<file path="src/design/sjn_pkg.sv">
// shared types, sizes and codes of the shortest-job-next queue
package sjn_pkg;

  localparam int QUEUE_DEPTH = 16;
  localparam int IDX_W = $clog2(QUEUE_DEPTH);
  localparam int CNT_W = $clog2(QUEUE_DEPTH + 1);

  localparam logic [7:0] TIME_STEP_RESET = 8'd20;

  localparam logic [1:0] ACT_INSERT   = 2'd0;
  localparam logic [1:0] ACT_DISPATCH = 2'd1;
  localparam logic [1:0] ACT_DRAIN    = 2'd2;

  localparam logic [1:0] STAT_JOB     = 2'd0;
  localparam logic [1:0] STAT_EMPTY   = 2'd1;
  localparam logic [1:0] STAT_DROPPED = 2'd2;

  typedef struct packed {
    logic [1:0]  action;
    logic [15:0] job_id;
    logic [7:0]  job_priority;
    logic [15:0] job_length;
  } in_item_t;

  typedef struct packed {
    logic [15:0] out_id;
    logic [7:0]  out_priority;
    logic [15:0] out_length;
    logic [31:0] turnaround;
    logic [1:0]  status;
    logic        last;
  } out_item_t;

  // one queue entry as kept in the slot memory
  typedef struct packed {
    logic [15:0] id;
    logic [7:0]  prio;
    logic [15:0] length;
    logic [31:0] entry_time;
  } slot_t;

  // strobes from the sequencer to the time accounting
  typedef struct packed {
    logic cfg_we;
    logic advance;
    logic pop;
  } acct_ctl_t;

endpackage

</file>
<file path="src/design/sjn_acct.sv">
// time accounting: time step register, current time, completion total, turnaround
module sjn_acct (
  input  logic                  clk_i,
  input  logic                  rst_ni,
  input  sjn_pkg::acct_ctl_t    ctl_i,
  input  logic [7:0]            cfg_data_i,
  input  logic [15:0]           pop_length_i,
  input  logic [31:0]           pop_entry_i,
  output logic [31:0]           now_o,
  output logic [31:0]           turnaround_o
);

  logic [7:0]  time_step_q;
  logic [31:0] now_q;
  logic [31:0] total_q;
  logic [31:0] total_d;

  assign total_d      = total_q + {16'd0, pop_length_i};
  assign turnaround_o = total_d - pop_entry_i;
  assign now_o        = now_q;

  always_ff @(posedge clk_i or negedge rst_ni) begin
    if (!rst_ni) begin
      time_step_q <= sjn_pkg::TIME_STEP_RESET;
      now_q       <= '0;
      total_q     <= '0;
    end else begin
      if (ctl_i.cfg_we) begin
        time_step_q <= cfg_data_i;
      end
      if (ctl_i.advance) begin
        now_q <= now_q + {24'd0, time_step_q};
      end
      if (ctl_i.pop) begin
        total_q <= total_d;
      end
    end
  end

endmodule

</file>
<file path="src/design/shortest_job_next_queue.sv">
// top level of the shortest-job-next queue: sequencer, slot memory and output register
//
// usage:
//   input channel (in_valid_i / in_stall_o / in_data_i) takes one transaction per
//   action: insert a job, dispatch the head job, or drain the whole queue.
//   output channel (out_valid_o / out_stall_i / out_data_o) delivers result
//   transactions: a dispatched or drained job, an empty-dispatch error, or a
//   dropped insert; last marks the final result of an input transaction.
//   cfg_we_i / cfg_data_i write the time step; write it only while idle.
// timing:
//   the block works on one transaction at a time; in_stall_o is high while busy.
//   insert holds in_stall_o longer the more queued jobs are longer than the new one;
//   every shifted entry costs one read and one write through the single slot
//   memory port pair. dispatch passes S_POP_RD and S_POP_OUT before out_valid_o
//   rises, and drain repeats both states for each job; S_POP_OUT waits while the
//   output register is held by out_stall_i.
// reset: queue empty, time and completion total zero, time step 20; the slot
//   memory itself is not cleared, only entries below the job count are read.
// stall: a result waits in the output register; the sequencer holds until the
//   register is free, so nothing is lost or repeated.
module shortest_job_next_queue (
  input  logic                 clk_i,
  input  logic                 rst_ni,
  input  logic                 in_valid_i,
  output logic                 in_stall_o,
  input  sjn_pkg::in_item_t    in_data_i,
  output logic                 out_valid_o,
  input  logic                 out_stall_i,
  output sjn_pkg::out_item_t   out_data_o,
  input  logic                 cfg_we_i,
  input  logic [7:0]           cfg_data_i
);

  localparam int IdxW = sjn_pkg::IDX_W;
  localparam int CntW = sjn_pkg::CNT_W;
  localparam int SumW = sjn_pkg::CNT_W + 1;

  typedef enum logic [2:0] {
    S_IDLE,
    S_INS_RD,
    S_INS_CMP,
    S_POP_RD,
    S_POP_OUT,
    S_EMPTY,
    S_DROP
  } state_e;

  state_e                   state_q;
  logic [IdxW-1:0]          head_q;
  logic [CntW-1:0]          count_q;
  logic [CntW-1:0]          ins_idx_q;
  sjn_pkg::in_item_t        job_q;
  logic                     drain_q;
  logic                     out_valid_q;
  sjn_pkg::out_item_t       out_data_q;

  // slot memory, one read and one write port
  sjn_pkg::slot_t           mem_q [sjn_pkg::QUEUE_DEPTH];
  sjn_pkg::slot_t           rd_data_q;
  logic                     rd_en;
  logic [IdxW-1:0]          rd_addr;
  logic                     wr_en;
  logic [IdxW-1:0]          wr_addr;
  sjn_pkg::slot_t           wr_data;
  sjn_pkg::slot_t           new_slot;

  sjn_pkg::acct_ctl_t       acct_ctl;
  logic [31:0]              now;
  logic [31:0]              turnaround;

  logic                     in_accept;
  logic                     out_free;
  logic                     queue_full;

  // logical queue position to memory address, ring from head_q
  function automatic logic [IdxW-1:0] phys(input logic [IdxW-1:0] head,
                                           input logic [CntW-1:0] pos);
    logic [SumW-1:0] sum;
    sum = SumW'(head) + SumW'(pos);
    if (sum >= SumW'(sjn_pkg::QUEUE_DEPTH)) begin
      sum = sum - SumW'(sjn_pkg::QUEUE_DEPTH);
    end
    return sum[IdxW-1:0];
  endfunction

  assign in_accept  = in_valid_i && (state_q == S_IDLE);
  assign out_free   = !out_valid_q || !out_stall_i;
  assign queue_full = (count_q == CntW'(sjn_pkg::QUEUE_DEPTH));
  assign in_stall_o = (state_q != S_IDLE);
  assign out_valid_o = out_valid_q;
  assign out_data_o  = out_data_q;

  assign new_slot = '{id: job_q.job_id, prio: job_q.job_priority,
                      length: job_q.job_length, entry_time: now};

  // memory port control from the sequencer state
  always_comb begin
    rd_en    = 1'b0;
    rd_addr  = head_q;
    wr_en    = 1'b0;
    wr_addr  = phys(head_q, ins_idx_q);
    wr_data  = new_slot;
    acct_ctl = '{cfg_we: cfg_we_i, advance: 1'b0, pop: 1'b0};
    case (state_q)
      S_IDLE: begin
        acct_ctl.advance = in_accept && (in_data_i.action == sjn_pkg::ACT_DISPATCH);
      end
      S_INS_RD: begin
        if (ins_idx_q == '0) begin
          wr_en = 1'b1;
        end else begin
          rd_en   = 1'b1;
          rd_addr = phys(head_q, ins_idx_q - CntW'(1));
        end
      end
      S_INS_CMP: begin
        // a longer entry moves up one place, else the new job lands here
        wr_en = 1'b1;
        if (rd_data_q.length > job_q.job_length) begin
          wr_data = rd_data_q;
        end
      end
      S_POP_RD: begin
        rd_en = 1'b1;
      end
      S_POP_OUT: begin
        acct_ctl.pop = out_free;
      end
      default: begin
      end
    endcase
  end

  always_ff @(posedge clk_i) begin
    if (wr_en) begin
      mem_q[wr_addr] <= wr_data;
    end
    if (rd_en) begin
      rd_data_q <= mem_q[rd_addr];
    end
  end

  sjn_acct u_acct (
    .clk_i        (clk_i),
    .rst_ni       (rst_ni),
    .ctl_i        (acct_ctl),
    .cfg_data_i   (cfg_data_i),
    .pop_length_i (rd_data_q.length),
    .pop_entry_i  (rd_data_q.entry_time),
    .now_o        (now),
    .turnaround_o (turnaround)
  );

  // sequencer, queue bookkeeping and output register
  always_ff @(posedge clk_i or negedge rst_ni) begin
    if (!rst_ni) begin
      state_q     <= S_IDLE;
      head_q      <= '0;
      count_q     <= '0;
      ins_idx_q   <= '0;
      job_q       <= '0;
      drain_q     <= 1'b0;
      out_valid_q <= 1'b0;
      out_data_q  <= '0;
    end else begin
      if (out_valid_q && !out_stall_i) begin
        out_valid_q <= 1'b0;
      end
      case (state_q)
        S_IDLE: begin
          if (in_accept) begin
            job_q <= in_data_i;
            case (in_data_i.action)
              sjn_pkg::ACT_INSERT: begin
                ins_idx_q <= count_q;
                state_q   <= queue_full ? S_DROP : S_INS_RD;
              end
              sjn_pkg::ACT_DISPATCH: begin
                drain_q <= 1'b0;
                state_q <= (count_q == '0) ? S_EMPTY : S_POP_RD;
              end
              sjn_pkg::ACT_DRAIN: begin
                drain_q <= 1'b1;
                if (count_q != '0) begin
                  state_q <= S_POP_RD;
                end
              end
              default: begin
              end
            endcase
          end
        end
        S_INS_RD: begin
          if (ins_idx_q == '0) begin
            count_q <= count_q + CntW'(1);
            state_q <= S_IDLE;
          end else begin
            state_q <= S_INS_CMP;
          end
        end
        S_INS_CMP: begin
          if (rd_data_q.length > job_q.job_length) begin
            ins_idx_q <= ins_idx_q - CntW'(1);
            state_q   <= S_INS_RD;
          end else begin
            count_q <= count_q + CntW'(1);
            state_q <= S_IDLE;
          end
        end
        S_POP_RD: begin
          state_q <= S_POP_OUT;
        end
        S_POP_OUT: begin
          if (out_free) begin
            out_valid_q <= 1'b1;
            out_data_q  <= '{out_id: rd_data_q.id, out_priority: rd_data_q.prio,
                             out_length: rd_data_q.length, turnaround: turnaround,
                             status: sjn_pkg::STAT_JOB,
                             last: !drain_q || (count_q == CntW'(1))};
            head_q  <= (head_q == IdxW'(sjn_pkg::QUEUE_DEPTH - 1)) ? '0
                                                                    : head_q + IdxW'(1);
            count_q <= count_q - CntW'(1);
            state_q <= (!drain_q || (count_q == CntW'(1))) ? S_IDLE : S_POP_RD;
          end
        end
        S_EMPTY: begin
          if (out_free) begin
            out_valid_q <= 1'b1;
            out_data_q  <= '{out_id: '0, out_priority: '0, out_length: '0,
                             turnaround: '0, status: sjn_pkg::STAT_EMPTY, last: 1'b1};
            state_q     <= S_IDLE;
          end
        end
        S_DROP: begin
          if (out_free) begin
            out_valid_q <= 1'b1;
            out_data_q  <= '{out_id: job_q.job_id, out_priority: job_q.job_priority,
                             out_length: job_q.job_length, turnaround: '0,
                             status: sjn_pkg::STAT_DROPPED, last: 1'b1};
            state_q     <= S_IDLE;
          end
        end
        default: begin
          state_q <= S_IDLE;
        end
      endcase
    end
  end

  // job count never passes the queue depth
  assert property (@(posedge clk_i) disable iff (!rst_ni)
    count_q <= CntW'(sjn_pkg::QUEUE_DEPTH))
    else $error("job count above queue depth");

  // a popped job shrinks the queue by exactly one
  assert property (@(posedge clk_i) disable iff (!rst_ni)
    (state_q == S_POP_OUT && out_free) |=> count_q == $past(count_q) - CntW'(1))
    else $error("pop did not decrement job count");

  // an insert into a full queue goes to the drop path and never writes memory
  assert property (@(posedge clk_i) disable iff (!rst_ni)
    (in_accept && in_data_i.action == sjn_pkg::ACT_INSERT && queue_full)
      |=> (state_q == S_DROP && !wr_en))
    else $error("insert into full queue not dropped");

  // pops only run with jobs in the queue
  assert property (@(posedge clk_i) disable iff (!rst_ni)
    (state_q == S_POP_RD || state_q == S_POP_OUT) |-> count_q != '0)
    else $error("pop on empty queue");

endmodule

</file>
<file path="config.mk">
export PLATFORM = sky130hd
export DESIGN_NAME = shortest_job_next_queue
export DESIGN_NICKNAME = d
export VERILOG_FILES = /design/src/design/sjn_pkg.sv /design/src/design/sjn_acct.sv /design/src/design/shortest_job_next_queue.sv
export SDC_FILE = /design/constraint.sdc
export NUM_CORES = 2
export LEC_CHECK = 0
export BUFFER_PORTS_ARGS = -buffer_cell sky130_fd_sc_hd__buf_2
export CORE_ASPECT_RATIO = 1.1
export CORE_UTILIZATION = 25
export DETAILED_ROUTE_END_ITERATION = 8
export HOLD_SLACK_MARGIN = 0.05
export PLACE_DENSITY = 0.46
export SLEW_MARGIN = 20
export SYNTH_ARGS = -nofsm -noshare
export SYNTH_HDL_FRONTEND = slang
export SYNTH_SLANG_ARGS = --single-unit
</file>
<file path="constraint.sdc">
create_clock -name clk_i -period 8.25 [get_ports clk_i]
set_input_delay 2.475 -clock clk_i [delete_from_list [all_inputs] [get_ports clk_i]]
set_output_delay 2.475 -clock clk_i [all_outputs]
set_load 0.1 [all_outputs]
</file>
==> results.txt <==
The post-cts hold buffer count was 0; the CTS clock-pin slew for the worst setup and hold paths was 0.06 ns. The highest clock frequency the design can meet was 200 MHz. The first global-routing pass estimated 231000 µm of wire. Cells with a size suffix above 1 make up 22.9% of the layout.

The kind of critical path was reg -> reg. Ranked by total cell area, the synthesized netlist is headed by sky130_fd_sc_hd__edfxtp_1, sky130_fd_sc_hd__mux4_2, sky130_fd_sc_hd__dfrtp_1, sky130_fd_sc_hd__ha_1, sky130_fd_sc_hd__nand2_1. STA classifies the critical path startpoint as a register.

The placeable core region came out at 234000 µm². The remaining global-route overflow was 0. For this run, the total global-route usage over all layers was measured as 13.3%. The final count of negative-setup-slack endpoints was 0; the mean instance size in the synthesized netlist was 17.6 µm². In this run, synthesis inferred 1224 flip-flops with an integrated enable. The logs give 23141 for the number of fill cells in the layout and 63600 µm² for the placed standard-cell area.

The final period demand of the worst path was 5.01 ns. Summed over all failing endpoints, the final setup total negative slack is 0 ns. The detail-routed via count per cell was 4.54; the power per cell area was 426 nW/µm². After detailed routing, the average wire length per cell comes to 23.3 µm. The final reports fail on design-rule violations. The tree is rooted in a sky130_fd_sc_hd__clkbuf_16. The clock skew was 0.0582 ns; the count of max-cap constraint violations was 0. After synthesis, the largest area contributor takes up 62.5% of total cell area. The tools report the placer congestion estimate as 0.745. After layout, the worst path uses 60.7% of the clock period.

132 I/O pins were placed. In this run the horizontal extent of the chip is 465 µm. The peak fanout along the critical path came out at 5. TritonCTS built the clock tree. In this run, post-CTS repair resized a total of 0 instances. The relative max-transition margin was 31.5%.

Overall power consumption after layout is estimated at 0.0293 W. For this run, the number of Yosys warnings is 0. For this run, the register share of the synthesized area comes to 71.2%. The total number of vias was 30887; the final net count was 3709.

For the worst setup path, the data required time is 8.91 ns. The clock reaches the later pin of the worst-skew pair after 0.80 ns. Setup repair after global routing left no endpoint under its margin. Relative to the synthesized area, the layout overhead comes to 17.0%.

The initial antenna violation count is 13. The final HPWL from detailed placement is 88500 µm. The run gives 32081 as the via count of the first global-routing pass. The max-slew violation total from the final report was 0; the floorplan die area was 237000 µm². The first detailed-routing pass took 9 iterations.

Wires add up to 159000 µm. The vertical die dimension was 511 µm. For the deepest level of the CTS H-tree, the log shows 4.

In the post-synthesis netlist, the cell with the most instances is sky130_fd_sc_hd__edfxtp_1. Entering global routing, the biggest net connects 145 pins. After synthesis the netlist holds a flip-flop and latch count of 1430. The run gives 68 as the number of distinct library cells after synthesis.

The data arrival at the endpoint of the critical path was 5.67 ns. The detail route stage leaves a number of antenna-violating nets equal to 0. No sink is reached through more buffers than the 3 on the longest clock path.

The highest ir drop seen on vdd was 0.394 mV. Input and output buffers added on the ports amount to 131. The run finished, with violations left. The tightest min-delay check is of the reg -> reg type. Counting every instance in the synthesized netlist gives 3342. The worst setup path is captured at a register.

The net count of the mapped netlist is 3487. The number of design rule violations left after detail routing was 14. Summed over all instances, the cell type with the most area after synthesis is sky130_fd_sc_hd__edfxtp_1.

After clock tree synthesis, the setup repair step added 0 buffers. Dominant register cell in the synthesized netlist: sky130_fd_sc_hd__edfxtp_1. At the pin with the least slew margin, the transition time is 1.02 ns. Buffers inserted during clock tree synthesis total 161.

CTS saw 1430 sinks. After synthesis the cells add up to 58900 µm². After routing the design area is 68900 µm². The share of synthesized registers carrying an async set or reset works out to 14.4%. The reported leakage power was 24.2 nW.

For this block, the initial DRC count from the detailed router was 2611. The number of placement rows came out at 186. Counting instances in the post-synthesis netlist gives the leading cell types as sky130_fd_sc_hd__edfxtp_1, sky130_fd_sc_hd__mux4_2, sky130_fd_sc_hd__nand2_1.

The initial utilization of the core area, before any placement, comes to 25.2%. The final count of hold timing violations is 0.
==> kinds of logic after synthesis <==
family	count (synthesis)	synth area share (%)
flops	1430	71.2
compound gates	499	5.24
buf+inv	244	1.82
xor+xnor	117	1.74
simple gates	518	4.15
mux	444	13.9
fa+ha+maj	90	1.98
==> layer usage <==
layer  vias up  global-route usage, %  wire (µm)
met3       209                   2.25       7120
met4         4                   3.75       3770
met2       657                   21.1      74000
met1     16368                   18.5      73700
met5         -                      0         27
li1      13649                      -          -
==> state kept, by name, indices dropped and copies added (netlist names) <==
register	flops
count_q	5
drain_q	1
head_q	4
ins_idx_q	5
job_q	40
mem_q	1152
out_data_o	75
out_valid_o	1
rd_data_q	72
state_q	3
u_acct.now_o	32
u_acct.time_step_q	8
u_acct.total_q	32
==> path summary, 6_finish.rpt <==
check,from,endpoint,slack [ns],depth (start not counted)
max in group asynchronous,rst_ni,u_acct.time_step_q[3]$_DFFE_PN0P_,5.26,2
hold reg to reg,out_data_o[17]$_DFFE_PN0P_,out_data_o[17]$_DFFE_PN0P_,0.47,2
hold / removal,out_data_o[17]$_DFFE_PN0P_,out_data_o[17]$_DFFE_PN0P_,0.47,2
setup / recovery,rd_data_q[32]$_DFFE_PP_,out_data_o[34]$_DFFE_PN0P_,3.24,18
min in group asynchronous,rst_ni,u_acct.total_q[17]$_DFFE_PN0P_,1.62,1
setup reg to reg,rd_data_q[32]$_DFFE_PP_,out_data_o[34]$_DFFE_PN0P_,3.24,18
==> cell type report <==
| type | count | area [µm²] | area share [%] |
|---|---|---|---|
| Tap cell | 3102 | 3880 | 5.63 |
| Inverter | 83 | 312 | 0.452 |
| Timing Repair Buffer | 220 | 1460 | 2.12 |
| Sequential cell | 1430 | 41900 | 60.8 |
| Multi-Input combinational cell | 1668 | 16100 | 23.3 |
| Clock buffer | 217 | 4390 | 6.37 |
| Antenna cell | 4 | 10.0 | 0.0145 |
| Clock inverter | 79 | 871 | 1.26 |
==> per-stage QoR <==
step	std cells	setup slack, ns	hold WS, ns	utilization (%)
2_1_floorplan	3342	1.41	0.440	-
3_5_place_dp	6503	2.60	0.468	27.2
5_1_grt	6802	2.69	0.488	29.5
3_3_place_gp	6503	2.59	0.458	27.2
6_report	6803	3.24	0.472	29.5
4_1_cts	6799	3.13	0.480	29.5
==> cell usage in the layout, fill, tap and decap left out, types with 9 or more instances in the layout <==
| cell | n |
|---|---|
| sky130_fd_sc_hd__edfxtp_1 | 1224 |
| sky130_fd_sc_hd__mux4_2 | 288 |
| sky130_fd_sc_hd__nand2_1 | 235 |
| sky130_fd_sc_hd__dfrtp_1 | 204 |
| sky130_fd_sc_hd__clkbuf_16 | 162 |
| sky130_fd_sc_hd__o21ai_0 | 155 |
| sky130_fd_sc_hd__buf_2 | 130 |
| sky130_fd_sc_hd__a21oi_1 | 126 |
| sky130_fd_sc_hd__ha_1 | 85 |
| sky130_fd_sc_hd__inv_1 | 83 |
| sky130_fd_sc_hd__nor2b_1 | 83 |
| sky130_fd_sc_hd__buf_4 | 79 |
| sky130_fd_sc_hd__mux2i_1 | 78 |
| sky130_fd_sc_hd__xnor2_1 | 77 |
| sky130_fd_sc_hd__a211oi_1 | 76 |
| sky130_fd_sc_hd__mux2_2 | 76 |
| sky130_fd_sc_hd__nor2_1 | 54 |
| sky130_fd_sc_hd__clkbuf_1 | 42 |
| sky130_fd_sc_hd__xor2_1 | 39 |
| sky130_fd_sc_hd__a22oi_1 | 38 |
| sky130_fd_sc_hd__a21o_1 | 37 |
| sky130_fd_sc_hd__nand3_1 | 35 |
| sky130_fd_sc_hd__clkinv_1 | 28 |
| sky130_fd_sc_hd__clkinv_2 | 19 |
| sky130_fd_sc_hd__nor2_4 | 17 |
| sky130_fd_sc_hd__and3_1 | 16 |
| sky130_fd_sc_hd__nor3_1 | 16 |
| sky130_fd_sc_hd__nand4_1 | 15 |
| sky130_fd_sc_hd__nand2b_1 | 14 |
| sky130_fd_sc_hd__clkbuf_8 | 13 |
| sky130_fd_sc_hd__buf_12 | 10 |
| sky130_fd_sc_hd__bufinv_16 | 9 |
==> power by group <==
group | internal, W | switching (W) | leakage, nW
clock network | 0.00406 | 0.00304 | 2.54
logic | 0.00423 | 0.00735 | 7.82
registers | 0.00998 | 0.000644 | 13.8
total | 0.0183 | 0.0110 | 24.2
==> critical path, stage by stage (launching register included) <==
cell and delay [ns]:
sky130_fd_sc_hd__edfxtp_1 0.44, sky130_fd_sc_hd__ha_1 0.26, sky130_fd_sc_hd__inv_1 0.08, sky130_fd_sc_hd__fa_1 0.21, sky130_fd_sc_hd__nor2b_1 0.06, sky130_fd_sc_hd__o21a_1 0.17, sky130_fd_sc_hd__o21ai_0 0.34, sky130_fd_sc_hd__nand2b_1 0.10
sky130_fd_sc_hd__a21oi_1 0.18, sky130_fd_sc_hd__xnor2_1 0.18, sky130_fd_sc_hd__ha_1 0.34, sky130_fd_sc_hd__a21o_1 0.18, sky130_fd_sc_hd__o311a_1 0.39, sky130_fd_sc_hd__a221oi_1 0.74, sky130_fd_sc_hd__a21oi_1 0.22, sky130_fd_sc_hd__o21ai_0 0.50
sky130_fd_sc_hd__o21ai_0 0.21, sky130_fd_sc_hd__xnor2_1 0.19, sky130_fd_sc_hd__o21ai_0 0.09
No activity file was read; power rests on OpenSTA's default activity.
